`src/hdl/estm_pkg.sv`:
```
// Shared constants, codes and control types of the escape sequence trie matcher.
`default_nettype none
package estm_pkg;

    localparam int NODES_DEF  = 64;
    localparam int LEAVES_DEF = 128;

    // action codes
    localparam logic [1:0] ACT_INSERT = 2'd0;
    localparam logic [1:0] ACT_MATCH  = 2'd1;
    localparam logic [1:0] ACT_FLUSH  = 2'd2;

    // result status codes
    localparam logic [2:0] ST_PENDING   = 3'd0;
    localparam logic [2:0] ST_KEY       = 3'd1;
    localparam logic [2:0] ST_MOUSE     = 3'd2;
    localparam logic [2:0] ST_NOMATCH   = 3'd3;
    localparam logic [2:0] ST_INSERTED  = 3'd4;
    localparam logic [2:0] ST_DUPLICATE = 3'd5;
    localparam logic [2:0] ST_ERROR     = 3'd6;
    localparam logic [2:0] ST_IDLE      = 3'd7;

    localparam logic [4:0] LEN_MAX = 5'd31;

    typedef struct packed {
        logic       is_mouse;
        logic [1:0] kind;
        logic [9:0] code;
        logic [7:0] mods;
    } t_leaf;

    // controller -> datapath
    typedef struct packed {
        logic clear;     // write one empty slot of the clearing pass
        logic accept;    // take the input word, start the child read
        logic exec;      // resolve the word against the read slot
        logic leaf_out;  // present the leaf that was just read
    } t_cmd;

    // datapath -> controller
    typedef struct packed {
        logic clear_done;
        logic leaf_hit;
        logic out_free;
    } t_sts;

endpackage
`default_nettype wire

```
`src/hdl/estm_ctrl.sv`:
```
// Sequencing state machine of the escape sequence trie matcher.
`default_nettype none
module estm_ctrl import estm_pkg::*; (
    input  wire logic i_clk,
    input  wire logic i_rst_n,
    input  wire logic i_in_valid,
    output logic      o_in_ready,
    input  wire t_sts i_sts,
    output t_cmd      o_cmd
);

    localparam logic [1:0] S_CLEAR = 2'd0;
    localparam logic [1:0] S_IDLE  = 2'd1;
    localparam logic [1:0] S_EXEC  = 2'd2;
    localparam logic [1:0] S_LEAF  = 2'd3;

    logic [1:0] r_state;
    logic [1:0] n_state;

    always_ff @(posedge i_clk) begin
        if (!i_rst_n) begin
            r_state <= S_CLEAR;
        end else begin
            r_state <= n_state;
        end
    end

    assign o_in_ready = (r_state == S_IDLE);

    always_comb begin
        n_state = r_state;
        o_cmd   = '0;
        case (r_state)
            S_CLEAR: begin
                o_cmd.clear = 1'b1;
                if (i_sts.clear_done) begin
                    n_state = S_IDLE;
                end
            end
            S_IDLE: begin
                if (i_in_valid) begin
                    o_cmd.accept = 1'b1;
                    n_state      = S_EXEC;
                end
            end
            S_EXEC: begin
                // hold until the result register can take the word
                if (i_sts.out_free) begin
                    o_cmd.exec = 1'b1;
                    n_state    = i_sts.leaf_hit ? S_LEAF : S_IDLE;
                end
            end
            S_LEAF: begin
                if (i_sts.out_free) begin
                    o_cmd.leaf_out = 1'b1;
                    n_state        = S_IDLE;
                end
            end
            default: begin
                n_state = S_CLEAR;
            end
        endcase
    end

endmodule
`default_nettype wire

```
`config.mk`:
```
export PLATFORM = sky130hd
export DESIGN_NAME = estm_ctrl
export DESIGN_NICKNAME = d
export VERILOG_FILES = /design/src/hdl/estm_pkg.sv /design/src/hdl/estm_ctrl.sv
export SDC_FILE = /design/constraint.sdc
export NUM_CORES = 1
export LEC_CHECK = 0
export ABC_CLOCK_PERIOD_IN_PS = 2040
export BUFFER_PORTS_ARGS = -buffer_cell sky130_fd_sc_hd__clkbuf_2
export CELL_PAD_IN_SITES_DETAIL_PLACEMENT = 2
export CELL_PAD_IN_SITES_GLOBAL_PLACEMENT = 2
export CORE_AREA = 5 5 42 44
export CTS_CLUSTER_DIAMETER = 50
export DETAILED_ROUTE_END_ITERATION = 10
export DIE_AREA = 0 0 47 49
export PLACE_DENSITY = 0.52
export SYNTH_ARGS = -nofsm -noshare
export SYNTH_HDL_FRONTEND = slang
export SYNTH_SLANG_ARGS = --single-unit
```
`constraint.sdc`:
```
create_clock -name i_clk -period 2.04 [get_ports i_clk]
set_input_delay 0.102 -clock i_clk [delete_from_list [all_inputs] [get_ports i_clk]]
set_output_delay 0.102 -clock i_clk [all_outputs]
set_load 0.02 [all_outputs]
```
Word-level counts from Yosys, hierarchy flattened:

Index checks and enable logic that the tools add are counted.

* equality and inequality tests: 7
* muxes and demuxes: 12
* reductions and logical operators: 2

Operators by type and width (number)
* $mux 2: 5
* $ne 2x2->1 const B: 4
* $pmux 2 s4: 1
* $mux 1: 6
* $eq 2x2->1 const B: 2
* $reduce_and 4->1: 1
* $eq 2x1->1 const B: 1
* $logic_not 2->1: 1

* bits in registers: 2
* bits of input ports: 6
* word-level logic and storage cells: 22

Longest topological paths before layout:

* depth after elaboration: 3
* depth in mapped cells: 5
* gate-level depth less buffers: 5

Least setup slack after synthesis:

OpenSTA, ideal clock, no wires.

* kind: reg-to-reg
* start point: register r_state[1]
* end point: register r_state[0]
* arrival: 1.140 ns
* slack: 0.829 ns
* cell stages (with the launch flop): 6
* path buffers: 0
* cells stage by stage: dfxtp_1 > inv_1 > ha_1 > inv_1 > o221ai_2 > mux2i_1

* cells in the longest elaborated chain, start to end: 3
* elaborated cells on any way between the ends: 10

Ends and longest elaborated chain
* start, declared: RTL line estm_ctrl.sv:17 `logic [1:0] r_state;`
* start signal, assigned: RTL line estm_ctrl.sv:24 `r_state <= n_state;`
* $eq 2x1->1 *
* net o_in_ready: RTL line estm_ctrl.sv:7 `output logic o_in_ready,`
* $ne 2x2->1 (no source line)
* $reduce_and 4->1 (no source line)

Mark *: on every way through the listed nets, which the timed path passes. The rest lies on a longest branch.
A chain may end at the register's enable or synchronous reset.

==> impl_metrics.py <==
metrics = {
    "run_status": {
        "outcome": "completed",
    },
    "power": {
        "vdd_drop_max_uv": 229.8,
        "p_total_mw": 0.3154,
        "leakagePower_nw": 0.1562,
        "powerDensity_nw_per_um2": 1055,
    },
    "global_route": {
        "grt_pass1_wl_um": 869,
        "grt_max_degree": 6,
        "grt_pass1_vias": 224,
        "antenna_found_initial": 0,
        "track_usage_pct": 5.415,
        "grt_overflow": 0,
    },
    "die": {
        "ioPinCount": 11,
        "dieWidth_um": 47,
        "fp.dieH_um": 49,
        "start_util_pct": 14.73,
        "design.core.area_um2": 1401,
        "dieArea_um2": 2303,
        "row_count": 14,
    },
    "cts": {
        "postCtsSetupBuffers": 0,
        "clockRootBuffer": "clkbuf_4",
        "clkSinkCount": 2,
        "cts_resized": 0,
        "cts_hold_buf": 0,
        "clkTransAtPathRegs_ns": 0.03,
        "cts_tree": "built",
        "cts_made_buffers": 3,
        "cts_buffer_depth": 2,
        "htreeDepth": 1,
        "worstSkewPairLatency_ns": 0.22,
    },
    "finish": {
        "num-fill-cells": 184,
        "final_core_util_pct": 21.34,
        "regMostFlops": "r_state",
        "syn_to_final_growth_pct": 44.85,
        "top_regs": "r_state x2",
        "layout.nets": 49,
        "drive_gt1_share_pct": 44.44,
        "final_common_cell": "clkbuf_2",
        "final_cell_mix": "clkbuf_2 (10), ha_1 (5), inv_1 (3), clkbuf_4 (3)",
        "n_antenna_cell": 0,
        "largest_reg_flops": 2,
    },
    "sta": {
        "skew_ns": 0.0006377,
        "finalSetupViolCount": 0,
        "max_clock_freq_ghz": 0.7337,
        "grt_setup_unrepaired": "no",
        "final-hold-violation-count": 0,
        "tightest_slew_ns": 0.2444,
        "slew_violations": 0,
        "fin_crit_sh_pct": 66.81,
        "final.setup.tns_ns": 0,
        "relSlewSlack_pct": 83.71,
        "min_period_ns": 1.363,
    },
    "setup_path": {
        "start_kind": "flip-flop",
        "path_max_fanout": 5,
        "critical_path_class": "reg -> out",
        "end_kind": "output pin",
        "arrival_ns": 1.26,
        "required_ns": 1.94,
    },
    "synth": {
        "yosysTopAreaCell": "ha_1",
        "synth_top_area_share_pct": 30.30,
        "ys_types": 12,
        "ys_ff_latch": 2,
        "synth_area_leaders": "ha_1 (30%), dfxtp_1 (19%), mux2i_1 (9.7%)",
        "syn_inst": 23,
        "yosysSeqAreaShare_pct": 19.39,
        "synth_warnings": 0,
        "synth_area_per_cell_um2": 8.976,
        "synth_area_um2": 206.4,
        "synthesis.nets": 34,
    },
    "detailed_routing": {
        "drt_iter0_markers": 0,
        "drc_errors": 0,
        "first_pass_iters": 1,
        "vias": 205,
        "routed_via_density": 3.942,
        "ant_nets": 0,
        "wire_per_inst_um": 10.42,
        "drt-total-wl_um": 542,
    },
    "placement": {
        "portBuffers": 10,
        "gp_congestion": 0.7036,
        "hpwl_um": 493.6,
    },
    "hold_path": {
        "hp-class": "in -> reg",
    },
    "flow_run": {
        "cap_violations": 0,
    },
}
## path summary, 6_finish.rpt
kind / cells past startpoint / endpoint / start / slack [ns]
worst max-delay path: 4 / o_cmd[1] / r_state[0]$_SDFFE_PN0P_ / 0.68
worst min register to register: 2 / r_state[1]$_SDFFE_PN0P_ / r_state[1]$_SDFFE_PN0P_ / 0.51
worst max register to register: 5 / r_state[0]$_SDFFE_PN0P_ / r_state[0]$_SDFFE_PN0P_ / 0.80
worst min-delay path: 3 / r_state[1]$_SDFFE_PN0P_ / i_rst_n / 0.17
## cells by family (layout without fill, tap and decap cells)
group	Yosys count	in the layout	share of synthesized area [%]
compound gates	2	2	11.51
flops	2	2	19.39
simple gates	9	9	23.63
buf+inv	3	16	5.454
fa+ha+maj	5	5	30.30
mux	2	2	9.697
## cell usage after synthesis
| cell type | number |
|---|---|
| mux2i_1 | 2 |
| and2_1 | 2 |
| nand2_1 | 2 |
| o221ai_2 | 1 |
| nor2_1 | 1 |
| ha_1 | 5 |
| nand3_1 | 1 |
| and2_2 | 1 |
| nand2b_1 | 2 |
| a21o_2 | 1 |
| dfxtp_1 | 2 |
| inv_1 | 3 |
## metal layers
metal,vias to the layer above,part of all wire [%],global-route usage [%]
li1,101,-,-
met1,95,39,5.689
met2,9,50,7.919
met3,0,11,2.583
met4,0,0,4.147
met5,-,0,0
## area by class of cell
class / count / area [um^2] / area share (%)
Clock buffer: 3 / 22.52 / 7.531
Inverter: 3 / 11.26 / 3.766
Multi-Input combinational cell: 18 / 155.1 / 51.88
Sequential cell: 2 / 40.04 / 13.39
Tap cell: 16 / 20.02 / 6.695
Timing Repair Buffer: 10 / 50.05 / 16.74
## power breakdown
part	leakage (nW)	total (mW)	switching, mW	internal (mW)
Clock	0.0138	0.0851	0.0204	0.0647
Sequential	0.0164	0.0640	0.0137	0.0503
Combinational	0.126	0.166	0.0953	0.0710
Total	0.156	0.315	0.129	0.186
## stage by stage
stage | setup WS, ns | cell area, um^2 | hold WS, ns | instances
6_report | 0.6770 | 299.0 | 0.1724 | 52
5_1_grt | 0.5595 | 299.0 | 0.1828 | 52
4_1_cts | 0.6434 | 299.0 | 0.1700 | 52
3_5_place_dp | 0.7672 | 276.5 | 0.4052 | 49
3_3_place_gp | 0.8158 | 276.5 | 0.3946 | 49
2_1_floorplan | 0.8286 | 206.4 | 0.2516 | 23
## critical path, stage by stage, from the launching register on
cell      delay, ns
dfxtp_1        0.39
inv_1          0.08
ha_1           0.22
and2_2         0.19
clkbuf_2       0.15
Power figures use the tool's default switching activity.
